### src/dsms_pkg.sv
// ----------------------------------------------------------------------------
// dsms_pkg
// Shared types, codes and tables for the dual stepper microstep sequencer.
// ----------------------------------------------------------------------------
package dsms_pkg;

   localparam int ODOMETRY_BITS_DEFAULT = 32;
   localparam int CSR_INDEX_BITS = 2;
   localparam int CSR_DATA_BITS  = 2;

   // register indexes
   localparam logic [CSR_INDEX_BITS-1:0] CSR_STEP_MODE = 2'd0;
   localparam logic [CSR_INDEX_BITS-1:0] CSR_POLARITY  = 2'd1;

   typedef enum logic [1:0] {
      OP_TICK  = 2'd0,
      OP_DRIVE = 2'd1,
      OP_CLEAR = 2'd2,
      OP_ZERO  = 2'd3
   } opcode_type;

   typedef enum logic [2:0] {
      DRV_FWD   = 3'd0,
      DRV_REV   = 3'd1,
      DRV_LEFT  = 3'd2,
      DRV_RIGHT = 3'd3,
      DRV_STOP  = 3'd4
   } drive_op_type;

   typedef enum logic [1:0] {
      RS_COAST = 2'd0,
      RS_BRAKE = 2'd1,
      RS_RUN   = 2'd2
   } run_state_type;

   typedef enum logic [1:0] {
      MODE_MICRO = 2'd0,
      MODE_FULL  = 2'd1,
      MODE_HALF  = 2'd2
   } step_mode_type;

   typedef struct packed {
      logic [1:0] opcode;
      logic [2:0] drive_op;
   } req_type;

   typedef struct packed {
      logic [7:0]  left_a_plus;
      logic [7:0]  left_a_minus;
      logic [7:0]  left_b_plus;
      logic [7:0]  left_b_minus;
      logic [7:0]  right_a_plus;
      logic [7:0]  right_a_minus;
      logic [7:0]  right_b_plus;
      logic [7:0]  right_b_minus;
      logic [1:0]  output_mode;
      logic        driver_awake;
      logic [31:0] executed_steps;
   } rsp_type;

   // compare values of one motor
   typedef struct packed {
      logic [7:0] a_plus;
      logic [7:0] a_minus;
      logic [7:0] b_plus;
      logic [7:0] b_minus;
   } coil_type;

   localparam logic [7:0] SINE_TAB [32] = '{
      8'd128, 8'd152, 8'd176, 8'd198, 8'd218, 8'd234, 8'd245, 8'd253,
      8'd255, 8'd253, 8'd245, 8'd234, 8'd218, 8'd198, 8'd176, 8'd152,
      8'd128, 8'd103, 8'd79,  8'd57,  8'd37,  8'd21,  8'd10,  8'd2,
      8'd0,   8'd2,   8'd10,  8'd21,  8'd37,  8'd57,  8'd79,  8'd103
   };

   // bits 3..0: A+ A- B+ B-
   localparam logic [3:0] FULL_TAB [4] = '{4'hA, 4'h6, 4'h5, 4'h9};
   localparam logic [3:0] HALF_TAB [8] = '{
      4'hA, 4'h2, 4'h6, 4'h4, 4'h5, 4'h1, 4'h9, 4'h8
   };

   localparam logic [7:0] PWM_FULL = 8'd255;

   function automatic logic [4:0] mode_mask(input logic [1:0] mode);
      logic [4:0] m;
      case (mode)
         MODE_FULL: m = 5'd3;
         MODE_HALF: m = 5'd7;
         default:   m = 5'd31;
      endcase
      return m;
   endfunction

endpackage

### src/dsms_coil_lut.sv
// ----------------------------------------------------------------------------
// dsms_coil_lut
// Maps a step index to the four coil compare values of one motor.
// ----------------------------------------------------------------------------
module dsms_coil_lut
   import dsms_pkg::*;
(
   input  logic [1:0] step_mode,
   input  logic [4:0] index,
   output coil_type   coil
);

   logic [3:0] bits;
   logic [4:0] idx_b;
   logic [7:0] va;
   logic [7:0] vb;

   assign idx_b = index + 5'd8;   // B phase leads by a quarter period
   assign va    = SINE_TAB[index];
   assign vb    = SINE_TAB[idx_b];

   always_comb begin
      bits = 4'h0;
      coil = '0;
      case (step_mode)
         MODE_FULL, MODE_HALF: begin
            bits = (step_mode == MODE_FULL) ? FULL_TAB[index[1:0]] : HALF_TAB[index[2:0]];
            coil.a_plus  = bits[3] ? PWM_FULL : 8'd0;
            coil.a_minus = bits[2] ? PWM_FULL : 8'd0;
            coil.b_plus  = bits[1] ? PWM_FULL : 8'd0;
            coil.b_minus = bits[0] ? PWM_FULL : 8'd0;
         end
         default: begin
            // micro mode; unused code 3 too
            coil.a_plus  = va;
            coil.a_minus = PWM_FULL - va;
            coil.b_plus  = vb;
            coil.b_minus = PWM_FULL - vb;
         end
      endcase
   end

endmodule

### src/dual_stepper_microstep_sequencer_core.sv
// ----------------------------------------------------------------------------
// dual_stepper_microstep_sequencer_core: two-motor stepper coil sequencer.
// A req beat is held in the input register, then its result in the result register;
// one beat per cycle sustained while rsp is not stalled, set by the state update.
// Synchronous reset: coast, indices 0, signs left +1 / right -1, odometry 0.
// ----------------------------------------------------------------------------
module dual_stepper_microstep_sequencer_core
   import dsms_pkg::*;
#(
   parameter int ODOMETRY_BITS = ODOMETRY_BITS_DEFAULT
)(
   input  logic                      clock,
   input  logic                      reset,
   // request channel
   input  logic                      req_valid,
   output logic                      req_stall,
   input  req_type                   req_data,
   // response channel
   output logic                      rsp_valid,
   input  logic                      rsp_stall,
   output rsp_type                   rsp_data,
   // configuration writes
   input  logic                      csr_valid,
   output logic                      csr_ready,
   input  logic [CSR_INDEX_BITS-1:0] csr_index,
   input  logic [CSR_DATA_BITS-1:0]  csr_data
);

   localparam int OB = ODOMETRY_BITS;

   // ---------------------------------------------------------------
   // Configuration registers, always ready. The user writes only while the
   // pipeline is idle; not enforced, no interlock against items in flight.
   // ---------------------------------------------------------------
   logic [1:0] step_mode_ff, step_mode_in;
   logic       polarity_ff, polarity_in;

   assign csr_ready = 1'b1;

   always_comb begin
      step_mode_in = step_mode_ff;
      polarity_in  = polarity_ff;
      if (csr_valid && csr_ready) begin
         case (csr_index)
            CSR_STEP_MODE: step_mode_in = csr_data[1:0];
            CSR_POLARITY:  polarity_in  = csr_data[0];
            default: ;   // writes beyond the register list are dropped
         endcase
      end
   end

   always_ff @(posedge clock) begin
      if (reset) begin
         step_mode_ff <= MODE_MICRO;
         polarity_ff  <= 1'b0;
      end else begin
         step_mode_ff <= step_mode_in;
         polarity_ff  <= polarity_in;
      end
   end

   // ---------------------------------------------------------------
   // Handshake. Input register in front, result register behind:
   // an item may sit in the input stage while a result is stalled.
   // ---------------------------------------------------------------
   logic    in_valid_ff, in_valid_in;
   req_type in_data_ff;
   logic    rsp_valid_ff, rsp_valid_in;
   rsp_type rsp_data_ff, rsp_data_in;
   logic    adv;        // result register can take a new beat
   logic    req_take;   // request beat accepted
   logic    fire;       // input stage item retires into result register

   assign adv       = !rsp_valid_ff || !rsp_stall;
   assign req_stall = in_valid_ff && !adv;
   assign req_take  = req_valid && !req_stall;
   assign fire      = in_valid_ff && adv;

   always_comb begin
      in_valid_in = in_valid_ff;
      if (req_take)
         in_valid_in = 1'b1;
      else if (fire)
         in_valid_in = 1'b0;
      rsp_valid_in = adv ? in_valid_ff : rsp_valid_ff;
   end

   // ---------------------------------------------------------------
   // Sequencer state. Signs are kept as a negative flag (signs are
   // only ever +1 or -1).
   // ---------------------------------------------------------------
   run_state_type   run_ff, run_in;
   logic [4:0]      l_idx_ff, l_idx_in, r_idx_ff, r_idx_in;
   logic            l_neg_ff, l_neg_in, r_neg_ff, r_neg_in;
   logic [OB-1:0]   l_odo_ff, l_odo_in, r_odo_ff, r_odo_in;
   coil_type        l_cmp_ff, l_cmp_in, r_cmp_ff, r_cmp_in;
   coil_type        l_coil, r_coil;
   logic [4:0]      mask;
   logic            running;
   logic            load_cmp;

   assign mask    = mode_mask(step_mode_ff);
   assign running = (run_ff == RS_RUN);

   always_comb begin
      run_in   = run_ff;
      l_idx_in = l_idx_ff;
      r_idx_in = r_idx_ff;
      l_neg_in = l_neg_ff;
      r_neg_in = r_neg_ff;
      l_odo_in = l_odo_ff;
      r_odo_in = r_odo_ff;
      load_cmp = 1'b0;
      case (in_data_ff.opcode)
         OP_TICK: begin
            // tick while stopped changes nothing
            if (running) begin
               l_idx_in = (l_idx_ff + (l_neg_ff ? 5'd31 : 5'd1)) & mask;
               r_idx_in = (r_idx_ff + (r_neg_ff ? 5'd31 : 5'd1)) & mask;
               l_odo_in = l_odo_ff + {{(OB-1){1'b0}}, 1'b1};
               r_odo_in = r_odo_ff + {{(OB-1){1'b0}}, 1'b1};
               load_cmp = 1'b1;
            end
         end
         OP_DRIVE: begin
            // run commands: polarity flips both base signs; the indices
            // stay put and the compares reload from them
            case (in_data_ff.drive_op)
               DRV_FWD: begin
                  l_neg_in = polarity_ff;
                  r_neg_in = !polarity_ff;
                  run_in   = RS_RUN;
                  load_cmp = 1'b1;
               end
               DRV_REV: begin
                  l_neg_in = !polarity_ff;
                  r_neg_in = polarity_ff;
                  run_in   = RS_RUN;
                  load_cmp = 1'b1;
               end
               DRV_LEFT: begin
                  l_neg_in = polarity_ff;
                  r_neg_in = polarity_ff;
                  run_in   = RS_RUN;
                  load_cmp = 1'b1;
               end
               DRV_RIGHT: begin
                  l_neg_in = !polarity_ff;
                  r_neg_in = !polarity_ff;
                  run_in   = RS_RUN;
                  load_cmp = 1'b1;
               end
               DRV_STOP:  run_in = RS_BRAKE;
               default:   run_in = RS_COAST;
            endcase
         end
         OP_CLEAR: begin
            l_odo_in = '0;
            r_odo_in = '0;
         end
         default: begin
            // zeroing the indices leaves the compares latched
            l_idx_in = 5'd0;
            r_idx_in = 5'd0;
         end
      endcase
   end

   // table lookups on the updated indices; a stale index from another
   // mode is masked inside the lookup
   dsms_coil_lut u_left_lut (
      .step_mode (step_mode_ff),
      .index     (l_idx_in),
      .coil      (l_coil)
   );

   dsms_coil_lut u_right_lut (
      .step_mode (step_mode_ff),
      .index     (r_idx_in),
      .coil      (r_coil)
   );

   assign l_cmp_in = load_cmp ? l_coil : l_cmp_ff;
   assign r_cmp_in = load_cmp ? r_coil : r_cmp_ff;

   always_ff @(posedge clock) begin
      if (reset) begin
         run_ff   <= RS_COAST;
         l_idx_ff <= 5'd0;
         r_idx_ff <= 5'd0;
         l_neg_ff <= 1'b0;
         r_neg_ff <= 1'b1;
         l_odo_ff <= '0;
         r_odo_ff <= '0;
         l_cmp_ff <= '0;
         r_cmp_ff <= '0;
      end else if (fire) begin
         run_ff   <= run_in;
         l_idx_ff <= l_idx_in;
         r_idx_ff <= r_idx_in;
         l_neg_ff <= l_neg_in;
         r_neg_ff <= r_neg_in;
         l_odo_ff <= l_odo_in;
         r_odo_ff <= r_odo_in;
         l_cmp_ff <= l_cmp_in;
         r_cmp_ff <= r_cmp_in;
      end
   end

   // ---------------------------------------------------------------
   // Result beat, taken after the update. Step count is the halved
   // sum of both counters, kept to its low 32 bits.
   // ---------------------------------------------------------------
   logic [OB:0]    odo_sum;
   logic [OB+31:0] odo_half_ext;

   assign odo_sum      = {1'b0, l_odo_in} + {1'b0, r_odo_in};
   assign odo_half_ext = {32'd0, odo_sum[OB:1]};

   always_comb begin
      rsp_data_in.left_a_plus    = l_cmp_in.a_plus;
      rsp_data_in.left_a_minus   = l_cmp_in.a_minus;
      rsp_data_in.left_b_plus    = l_cmp_in.b_plus;
      rsp_data_in.left_b_minus   = l_cmp_in.b_minus;
      rsp_data_in.right_a_plus   = r_cmp_in.a_plus;
      rsp_data_in.right_a_minus  = r_cmp_in.a_minus;
      rsp_data_in.right_b_plus   = r_cmp_in.b_plus;
      rsp_data_in.right_b_minus  = r_cmp_in.b_minus;
      rsp_data_in.output_mode    = run_in;
      rsp_data_in.driver_awake   = (run_in != RS_COAST);
      rsp_data_in.executed_steps = odo_half_ext[31:0];
   end

   always_ff @(posedge clock) begin
      if (reset) begin
         in_valid_ff  <= 1'b0;
         rsp_valid_ff <= 1'b0;
      end else begin
         in_valid_ff  <= in_valid_in;
         rsp_valid_ff <= rsp_valid_in;
      end
   end

   always_ff @(posedge clock) begin
      if (req_take)
         in_data_ff <= req_data;
      if (fire)
         rsp_data_ff <= rsp_data_in;
   end

   assign rsp_valid = rsp_valid_ff;
   assign rsp_data  = rsp_data_ff;

   // ---------------------------------------------------------------
   // Assertions
   // ---------------------------------------------------------------
   // both counters step and clear together
   a_odo_match: assert property (@(posedge clock) disable iff (reset)
      l_odo_ff == r_odo_ff)
      else $error("left and right odometry diverged");

   // an item held in the input stage is not lost while the output stalls
   a_in_hold: assert property (@(posedge clock) disable iff (reset)
      in_valid_ff && !adv |=> in_valid_ff)
      else $error("input stage dropped an item");

   // awake flag follows the mode reported in the same beat
   a_awake: assert property (@(posedge clock) disable iff (reset)
      rsp_valid_ff |-> (rsp_data_ff.driver_awake == (rsp_data_ff.output_mode != RS_COAST)))
      else $error("driver_awake inconsistent with output_mode");

endmodule
### config.mk
export PLATFORM = sky130hd
export DESIGN_NAME = dual_stepper_microstep_sequencer_core
export DESIGN_NICKNAME = d
export VERILOG_FILES = /design/src/dsms_pkg.sv /design/src/dsms_coil_lut.sv /design/src/dual_stepper_microstep_sequencer_core.sv
export SDC_FILE = /design/constraint.sdc
export NUM_CORES = 1
export LEC_CHECK = 0
export CAP_MARGIN = 25
export CORE_AREA = 2 2 187 189
export DETAILED_ROUTE_END_ITERATION = 10
export DIE_AREA = 0 0 189 191
export DONT_BUFFER_PORTS = 1
export PLACE_DENSITY = 0.66
export SLEW_MARGIN = 30
export SYNTH_ARGS = -nofsm -noshare
export SYNTH_HDL_FRONTEND = slang
export SYNTH_SLANG_ARGS = --single-unit
### constraint.sdc
create_clock -name clock -period 5.9 [get_ports clock]
set_input_delay 1.18 -clock clock [delete_from_list [all_inputs] [get_ports clock]]
set_output_delay 1.18 -clock clock [all_outputs]
set_load 0.005 [all_outputs]
==> metrics.txt, run 1 <==
final clock skew=0.0143 ns; Clock Tree Buf Depth=3; post-synthesis cell count=1801; switching portion of total power=25.0%; Leakage=6.03 nW; Post-Syn Area per Cell=8.41 µm²; global-route wire length before repair=66200 µm; synthesized cell area=15100 µm²; Die H=191 µm; detailed placer's ending HPWL=27900 µm; I/O pin count=116; critical path launch point type=flop; max-cap viol count=0; worst-margin pin slew=0.952 ns; die area=36100 µm²; Final Cycle Share=86.1%; RePlAce Congestion=0.870; Nets=1815; CTS tree=done; worst hold path class=flop to flop; CTS Hold Bufs=0; Reg2Reg Depth=19; GR met2 Demand/Resource=34.4%; initial antenna violation count=2; Critical Path AT=5.37 ns; initial core utilization=44.4%; Total Routing Usage GR=22.4%; Hold Slack=0.451 ns; vias in the first global route=12100; mean number of vias per cell=5.95; layout cells sized above 1=7.03%; sequential power share=48.0%; Seq cells post-synth=251; Core Footprint=34100 µm²; commonest non-fill, non-tap cell in the layout=nor2_1; Synth Flop Type=dfxtp_1; Crit path required time=6.20 ns; post-synthesis cell type count=110; Max Fclk=197 MHz; Slew HR=36.6%; port bufs=0; synth warn=0; WL/cell=18.6 µm; Via Count=13200; worst hold stages=2; cts bufs inserted=28; Comb power frac=8.0%; Syn Nets=1873; DR pass1 iterations=5; Clock power frac=44.0%; NetSw=1.01 mW; worst vdd ir=0.000206 V; CP Capture Type=flop; met3 usage=3.30%; remaining antenna violation count=0; clock sink total=251; final WL=41400 µm; Clk pin slew, worst setup/hold paths=0.06 ns; # setup viols final=0; met1 Resource Use GR=32.9%; most frequent cells in the layout=nor2_1, nand2_1, a21oi_1; post-CTS setup buffers=0; Pwr Density=246 nW/µm²; Max FO, Critical Path=21; H-tree levels=1; Slew Limit Fails=0; Inst Count DP=2168; post-synthesis sequential area ratio=40.0%; Top Usage Layer GRT=met2; Die Wd=189 µm; CTS resizes=0; internal power=3.01 mW; crit path kind=flop to flop; EDFF count, synth=104; min cycle time layout=5.08 ns; RSZ-0062 raised after global routing=no; gr ovfl total=0; ys async rst share=0%; final hold violation count=0; outcome=finished clean; Root Buffer=clkbuf_16; diodes inserted=0; row cnt=68; Setup TNS Final=0 ns; number of DRC markers in iteration 0=1401; largest net degree at the start of global routing=102; synthesis-to-finish area growth=7.73%; Layout Cells excl Fill=2220; Worst-Skew Late Latency=0.55 ns; DRC=0
Yosys cell counts, drive strengths merged, types with 26 or more instances:
cell,n,area share [%]
nor2,251,6.3
nand2,227,5.7
a21oi,173,6.0
dfxtp,147,19
o21ai,123,4.1
edfxtp,104,21
nor3,73,2.5
clkbuf,68,1.7
nand3,62,2.0
ha,55,4.5
inv,37,0.92
xnor2,37,2.1
buf,36,1.5
mux2i,32,2.3
and3,27,1.1
xor2,26,1.5
layer usage:
layer | part of all wire (%) | wire, µm
met3 | 6.6 | 2710
met1 | 47 | 19600
met2 | 44 | 18200
met5 | 0.031 | 13
met4 | 1.8 | 765
cells by family after synthesis:
family | Yosys count | share of synthesized area, %
and+or+nand+nor | 747 | 22.6
AOI/OAI and AO/OA | 499 | 21.7
DFF | 251 | 40.0
buffers and inverters | 143 | 4.15
xor gates and xnor gates | 63 | 3.64
adders and majority gates | 58 | 4.94
muxes | 39 | 2.90
other | 1 | 0.0248
power by group through the flow:
| stage | Clock (mW) | Combinational, mW | Sequential (mW) |
|---|---|---|---|
| after floorplan | 0 | 0.250 | 1.95 |
| after global placement | 0 | 0.314 | 1.96 |
| after detailed placement | 0 | 0.318 | 1.96 |
| after CTS | 1.81 | 0.321 | 1.93 |
| after global routing | 1.88 | 0.359 | 1.93 |
| final | 1.77 | 0.322 | 1.93 |
through the flow:
| step | util [%] | setup WS (ns) | cell area, µm² | total power [mW] |
|---|---|---|---|---|
| after global routing | 47.8 | 0.471 | 16300 | 4.17 |
| after detailed placement | 45.1 | 0.904 | 15400 | 2.28 |
| after floorplan | - | 0.813 | 15100 | 2.20 |
| after CTS | 47.8 | 0.864 | 16300 | 4.06 |
| after global placement | 45.1 | 0.928 | 15400 | 2.28 |
| final | 47.8 | 0.822 | 16300 | 4.01 |
worst max-delay path, stage by stage, from the launching register on:
cell and delay, ns:
edfxtp_1 0.42, inv_1 0.11, ha_1 0.14, buf_4 0.25, and3b_1 0.22, nand4_1 0.33
nor3_1 0.46, nand3_1 0.14, nand3_1 0.09, o21ai_0 0.14, ha_1 0.40, a2111oi_0 0.36
o21ai_0 0.23, a311oi_1 0.30, nand2_1 0.13, o41ai_2 0.43, o21ai_0 0.20, o21a_1 0.21
o21ai_0 0.16, a21oi_1 0.08
cell type report:
| type | count | area [µm²] |
|---|---|---|
| Timing Repair Buffer | 16 | 120 |
| Multi-Input combinational cell | 1407 | 8490 |
| Tap cell | 455 | 569 |
| Clock buffer | 34 | 744 |
| Clock inverter | 18 | 179 |
| Sequential cell | 251 | 6070 |
| Fill cell | 3247 | 17800 |
| Inverter | 39 | 151 |
final timing paths:
path | startpoint | endpoint | slack [ns]
max | in_data_ff[3]$_DFFE_PP_ | rsp_data[31]$_DFFE_PP_ | 0.82
max reg2reg | in_data_ff[3]$_DFFE_PP_ | rsp_data[31]$_DFFE_PP_ | 0.82
min | r_cmp_ff[13]$_SDFFE_PP0P_ | r_cmp_ff[13]$_SDFFE_PP0P_ | 0.45
min reg2reg | r_cmp_ff[13]$_SDFFE_PP0P_ | r_cmp_ff[13]$_SDFFE_PP0P_ | 0.45
registers in the layout, summed over array words and instances, names as in the netlist:
signal,count
rsp_data,99
l_cmp_ff,32
l_odo_ff,32
r_cmp_ff,32
r_odo_ff,32
in_data_ff,5
l_idx_ff,5
r_idx_ff,5
run_ff,2
step_mode_ff,2
in_valid_ff,1
l_neg_ff,1
polarity_ff,1
r_neg_ff,1
rsp_valid,1
No activity file was read; power rests on OpenSTA's default activity.
==> run 2, diff against run 1 <==
--- a/config.mk
+++ b/config.mk
@@ -7,6 +7,7 @@
 export LEC_CHECK = 0
 export CAP_MARGIN = 25
 export CORE_AREA = 2 2 187 189
+export CTS_CLUSTER_DIAMETER = 150
 export DETAILED_ROUTE_END_ITERATION = 10
 export DIE_AREA = 0 0 189 191
 export DONT_BUFFER_PORTS = 1
==> constraint.sdc (replaced) <==
create_clock -name clock -period 5.7 [get_ports clock]
set_input_delay 1.14 -clock clock [delete_from_list [all_inputs] [get_ports clock]]
set_output_delay 1.14 -clock clock [all_outputs]
set_load 0.005 [all_outputs]
==> run 2 against run 1 <==
Effect of this change: clock power rose by 6%; worst hold slack got worse by 0.0055 ns; wire length barely moved; via count fell by 0.17%; global-route usage barely moved; die area did not move; first-iteration DRC count fell by 3.5%; combinational power rose by 4%; critical path type unchanged.
==> metrics.txt, run 2 (synthesis results as in run 1) <==
initial core utilization=44.4% (unchanged); layout cells sized above 1=7.52% (was 7.03%); crit path kind=flop to flop (unchanged); initial antenna violation count=0 (was 2); Die H=191 µm (unchanged); RePlAce Congestion=0.887 (was 0.870); H-tree levels=1 (unchanged); worst vdd ir=0.000262 V (was 0.000206 V); Max stage delay on crit path=0.48 ns (was 0.46 ns); DR pass1 iterations=6 (was 5); most frequent cells in the layout=nor2_1, nand2_1, a21oi_1 (unchanged); port bufs=0 (unchanged); max reg flops=99 (unchanged); worst-margin pin slew=0.864 ns (was 0.952 ns); commonest non-fill, non-tap cell in the layout=nor2_1 (unchanged); row cnt=68 (unchanged); global-route wire length before repair=66000 µm (was 66200 µm); Critical Path AT=5.27 ns (was 5.37 ns); final WL=41400 µm (about the same); Top Usage Layer GRT=met2 (unchanged); gr ovfl total=0 (unchanged); CTS Hold Bufs=0 (unchanged); Nets=1818 (was 1815); met3 usage=3.41% (was 3.30%); Slew HR=40.9% (was 36.6%); cts bufs inserted=28 (unchanged); Hold Slack=0.445 ns (was 0.451 ns); I/O pin count=116 (unchanged); finished layout cell area=16400 µm² (was 16300 µm²); worst hold path class=flop to flop (unchanged); Crit path max-delay family=compound AO/OA/AOI/OAI gates (unchanged); CTS tree=done (unchanged); final hold violation count=0 (unchanged); clock sink total=251 (unchanged); critical path launch point type=flop (unchanged); Core Footprint=34100 µm² (unchanged); Slew Limit Fails=0 (unchanged); Inst Count DP=2170 (was 2168); Worst-Skew Late Latency=0.58 ns (was 0.55 ns); Total Routing Usage GR=22.4% (about the same); Final Cycle Share=87.0% (was 86.1%); crit-path cells=inv_1, ha_1, and3b_1, nand4_1, nor3_1, nand3_1, nand3_1, o21ai_0, ha_1, a2111oi_0, o21ai_0, a311oi_1, nand2_1, o41ai_2, o21ai_0, o21a_1, o21ai_0, a21oi_1 (was inv_1, ha_1, buf_4, and3b_1, nand4_1, nor3_1, nand3_1, nand3_1, o21ai_0, ha_1, a2111oi_0, o21ai_0, a311oi_1, nand2_1, o41ai_2, o21ai_0, o21a_1, o21ai_0, a21oi_1); CTS resizes=0 (unchanged); Crit path required time=6.01 ns (was 6.20 ns); min cycle time layout=4.96 ns (was 5.08 ns); number of DRC markers in iteration 0=1352 (was 1401); largest net degree at the start of global routing=102 (unchanged); Max FO, Critical Path=6 (was 21); die area=36100 µm² (unchanged); Pwr Density=257 nW/µm² (was 246 nW/µm²); final clock skew=0.0328 ns (was 0.0143 ns); Root Buffer=clkbuf_16 (unchanged); CP Capture Type=flop (unchanged); DRC=0 (unchanged); diodes inserted=0 (unchanged); Clk pin slew, worst setup/hold paths=0.06 ns (about the same); Via Count=13200 (about the same); Leakage=6.05 nW (was 6.03 nW); remaining antenna violation count=0 (unchanged); outcome=finished clean (unchanged); Worst path slowest cell=nor3_1 (unchanged); CP dominant cell by count=o21ai_0 (unchanged); vias in the first global route=11900 (was 12100); met1 Resource Use GR=33.5% (was 32.9%); Clock Tree Buf Depth=3 (unchanged); Max Fclk=202 MHz (was 197 MHz); WL/cell=18.6 µm (about the same); mean number of vias per cell=5.93 (was 5.95); RSZ-0062 raised after global routing=no (unchanged); synthesis-to-finish area growth=8.16% (was 7.73%); Layout Cells excl Fill=2223 (was 2220); # setup viols final=0 (unchanged); Setup TNS Final=0 ns (unchanged); GR met2 Demand/Resource=33.6% (was 34.4%); max-cap viol count=0 (unchanged); detailed placer's ending HPWL=28200 µm (was 27900 µm); placed instance area=15400 µm² (about the same); Die Wd=189 µm (unchanged); post-CTS setup buffers=0 (unchanged); CP bufs+invs=1 (was 2)
## run 2: cell types whose count changed in the layout (fill, tap and decap cells not counted), moves of 2 or more
cell and delta:
buf_4 +2, clkbuf_1 -3, clkbuf_8 +3, clkinv_1 -2, clkinvlp_4 +2
## run 2: routing by layer
layer | wire length [µm] | up-vias
li1 | - | 6414
met1 | 20000 | 6261
met2 | 17900 | 459
met3 | 2680 | 52
met4 | 823 | 0
met5 | 0 | -
## run 2: worst min-delay path, stage by stage (launching register included)
cell and delay [ns]:
dfxtp_1 0.31, nand2_1 0.05, a21oi_1 0.05
## run 2: metrics by stage
stage | util [%] | total power [mW] | setup WS [ns]
after detailed placement | 45.2 | 2.36 | 0.839
after global placement | 45.2 | 2.35 | 0.959
after floorplan | - | 2.28 | 0.653
after global routing | 48.0 | 4.36 | 0.366
after CTS | 48.0 | 4.24 | 0.759
final | 48.0 | 4.21 | 0.740
## run 2: final timing paths
path                         endpoint                startpoint  slack (ns)  cells past startpoint
max            rsp_data[31]$_DFFE_PP_   in_data_ff[4]$_DFFE_PP_        0.74                     18
min          l_cmp_ff[9]$_SDFFE_PP0P_  l_cmp_ff[9]$_SDFFE_PP0P_        0.45                      2
max reg2reg    rsp_data[31]$_DFFE_PP_   in_data_ff[4]$_DFFE_PP_        0.74                     18
min reg2reg  l_cmp_ff[9]$_SDFFE_PP0P_  l_cmp_ff[9]$_SDFFE_PP0P_        0.45                      2
## run 2: area by class of cell
cell class,instances,area [µm²]
Timing Repair Buffer,19,150
Inverter,39,151
Clock buffer,33,749
Sequential cell,251,6070
Fill cell,3244,17700
Multi-Input combinational cell,1407,8490
Tap cell,455,569
Clock inverter,19,206
## run 2: power breakdown
part / leakage, nW / switching (mW) / internal [mW]
clock: 0.455 / 0.797 / 1.08
combinational: 3.40 / 0.231 / 0.103
sequential: 2.20 / 0.0486 / 1.95
total: 6.05 / 1.08 / 3.13
==> run 3, diff against run 2 <==
==> constraint.sdc (replaced) <==
create_clock -name clock -period 4.85 [get_ports clock]
set_input_delay 0.97 -clock clock [delete_from_list [all_inputs] [get_ports clock]]
set_output_delay 0.97 -clock clock [all_outputs]
set_load 0.005 [all_outputs]
==> run 3 against run 2 <==
Effect of this change: global-route usage is essentially flat; register-to-register slack got worse by 0.46 ns; final area grew 0.55%; via count grew 0.34%; worst hold slack better by 0.0053 ns; clock power increased by 18%; critical endpoint is now rsp_data[29]$_DFFE_PP_; total power up 18%.
==> metrics.txt, run 3 (synthesis results as in run 1) <==
outcome=finished clean (unchanged); Slew Limit Fails=0 (unchanged); die area=36100 µm² (unchanged); Crit path required time=5.16 ns (was 6.01 ns); clock sink total=251 (unchanged); Total Routing Usage GR=22.4% (about the same); max reg flops=99 (unchanged); DRC=0 (unchanged); Via Count=13200 (about the same); min cycle time layout=4.57 ns (was 4.96 ns); CP dominant cell by count=nand4_1 (was o21ai_0); CTS tree=done (unchanged); Multi-input gate area=8530 µm² (was 8490 µm²); commonest non-fill, non-tap cell in the layout=nor2_1 (unchanged); mean number of vias per cell=5.93 (about the same); Max stage delay on crit path=0.43 ns (was 0.48 ns); Nets=1825 (was 1818); Die Wd=189 µm (unchanged); worst hold stages=2 (unchanged); I/O pin count=116 (unchanged); port bufs=0 (unchanged); R2R Path End=rsp_data[29]$_DFFE_PP_ (was rsp_data[31]$_DFFE_PP_); Reg2Reg Depth=19 (was 18); final WL=41400 µm (about the same); final clock skew=0.0104 ns (was 0.0328 ns); Die H=191 µm (unchanged); filler instances=3207 (was 3244); Critical Path AT=4.89 ns (was 5.27 ns); Clk pin slew, worst setup/hold paths=0.06 ns (about the same); Max Fclk=219 MHz (was 202 MHz); layout cells sized above 1=8.00% (was 7.52%); CP Capture Type=flop (unchanged); final hold violation count=0 (unchanged); remaining antenna violation count=0 (unchanged); vias in the first global route=12200 (was 11900); largest net degree at the start of global routing=180 (was 102); Pwr Density=301 nW/µm² (was 257 nW/µm²); Clock Tree Buf Depth=3 (unchanged); post-CTS setup buffers=0 (unchanged); Worst path slowest cell=ha_1 (was nor3_1); GR met2 Demand/Resource=33.7% (was 33.6%); number of DRC markers in iteration 0=1368 (was 1352); hold endpoint=r_cmp_ff[26]$_SDFFE_PP0P_ (was l_cmp_ff[9]$_SDFFE_PP0P_); met1 Resource Use GR=32.9% (was 33.5%); initial antenna violation count=0 (unchanged); worst hold path class=flop to flop (unchanged); crit-path cells=inv_1, ha_1, and3b_1, nand4_1, nor3_1, buf_4, and3_1, nand3_1, mux2i_2, ha_1, nand4_1, nor3_2, nand4_1, nor2_1, o41ai_4, o21ai_0, o21a_1, nor2_1, xnor2_1 (was inv_1, ha_1, and3b_1, nand4_1, nor3_1, nand3_1, nand3_1, o21ai_0, ha_1, a2111oi_0, o21ai_0, a311oi_1, nand2_1, o41ai_2, o21ai_0, o21a_1, o21ai_0, a21oi_1); Root Buffer=clkbuf_16 (unchanged); Slew HR=35.4% (was 40.9%); global-route wire length before repair=66200 µm (was 66000 µm); row cnt=68 (unchanged); crit path kind=flop to flop (unchanged); r2r startpoint=in_data_ff[4]$_DFFE_PP_ (unchanged); max-cap viol count=0 (unchanged); Final Cycle Share=94.3% (was 87.0%); Leakage=6.13 nW (was 6.05 nW); initial core utilization=44.4% (unchanged); Total Power=4.96 mW (was 4.21 mW); met3 usage=3.47% (was 3.41%); H-tree levels=1 (unchanged); DR pass1 iterations=5 (was 6); Top Usage Layer GRT=met2 (unchanged); worst vdd ir=0.000286 V (was 0.000262 V); reg-to-reg setup timing slack=0.28 ns (was 0.74 ns); gr ovfl total=0 (unchanged); WL/cell=18.6 µm (about the same); register area=6070 µm² (unchanged); diodes inserted=0 (unchanged); Layout Cells excl Fill=2231 (was 2223); worst-margin pin slew=0.970 ns (was 0.864 ns); detailed placer's ending HPWL=27900 µm (was 28200 µm); critical path launch point type=flop (unchanged); cts bufs inserted=29 (was 28); Worst-Skew Late Latency=0.57 ns (was 0.58 ns); most frequent cells in the layout=nor2_1, nand2_1, a21oi_1 (unchanged); Inst Count DP=2177 (was 2170); RePlAce Congestion=0.889 (was 0.887); Max FO, Critical Path=6 (unchanged); Core Footprint=34100 µm² (unchanged); hold_sp=r_cmp_ff[26]$_SDFFE_PP0P_ (was l_cmp_ff[9]$_SDFFE_PP0P_); # setup viols final=0 (unchanged); synthesis-to-finish area growth=8.76% (was 8.16%)
run 3: changes by cell type in the layout (fill, tap and decap cells not counted), moves of 2 or more:
| cell | delta |
|---|---|
| nor3_2 | +2 |
| nor3_1 | -2 |
| clkinvlp_4 | -4 |
| clkbuf_8 | +2 |
| clkinv_1 | -2 |
| clkbuf_1 | +4 |
| clkinv_4 | -2 |
| buf_4 | +6 |
| clkinv_2 | +2 |
| inv_6 | +2 |
run 3: worst max path at each step:
stage / startpoint / to / slack, ns
3_5_place_dp: in_data_ff[3]$_DFFE_PP_ / rsp_data[31]$_DFFE_PP_ / 0.21
6_report: in_data_ff[4]$_DFFE_PP_ / rsp_data[29]$_DFFE_PP_ / 0.28
4_1_cts: in_data_ff[3]$_DFFE_PP_ / rsp_data[31]$_DFFE_PP_ / 0.20
2_1_floorplan: rsp_stall / rsp_data[0]$_DFFE_PP_ / 0.16
5_1_grt: in_data_ff[4]$_DFFE_PP_ / rsp_data[31]$_DFFE_PP_ / -0.05
3_3_place_gp: in_data_ff[3]$_DFFE_PP_ / rsp_data[31]$_DFFE_PP_ / 0.31
run 3: worst max-delay path, delay by kind of cell (launching register included):
kind | cells | cell delay (ns)
AO/OA/AOI/OAI | 3 | 0.55
XOR/XNOR | 1 | 0.13
adder cells (fa/ha/maj) | 2 | 0.62
buffers and inverters | 2 | 0.27
flip-flops | 1 | 0.42
multiplexers | 1 | 0.19
AND/OR/NAND/NOR | 10 | 2.11
run 3: repair_timing:
item                                   in CTS  in global routing
setup endpoints to repair                   0                  2
hold buffers                                0                  0
endpoints found under the hold margin       0                  0
gates resized for setup                     0                  9
run 3: final cells by class:
cell class / count / share of cell area (%)
multi-input combinational: 1407 / 51.8
sequential: 251 / 36.8
clock buffer: 40 / 4.96
tap: 455 / 3.46
timing repair buffer: 25 / 1.22
inverter: 39 / 0.919
clock inverter: 14 / 0.873
run 3: per-layer routing:
metal	share of wire, %	vias up
met3	5.7	64
li1	-	6428
met5	0	-
met4	2.4	0
met2	43	412
met1	49	6327
run 3: power breakdown:
group	total (mW)	internal, mW	leakage, nW	switching [mW]
Sequential	2.34	2.29	2.20	0.0564
Clock	2.22	1.29	0.476	0.927
Combinational	0.394	0.123	3.46	0.272
Total	4.96	3.70	6.13	1.25
run 3: metrics by stage:
step           hold WS (ns)  setup TNS (ns)  utilization, %  setup WS (ns)  area [µm²]
6_report              0.450               0            48.3          0.277       16500
3_3_place_gp          0.433               0            45.3          0.306       15500
3_5_place_dp          0.442               0            45.3          0.215       15500
2_1_floorplan         0.432               0               -          0.161       15200
5_1_grt               0.453         -0.0854            48.3        -0.0478       16500
4_1_cts               0.451               0            48.2          0.197       16400
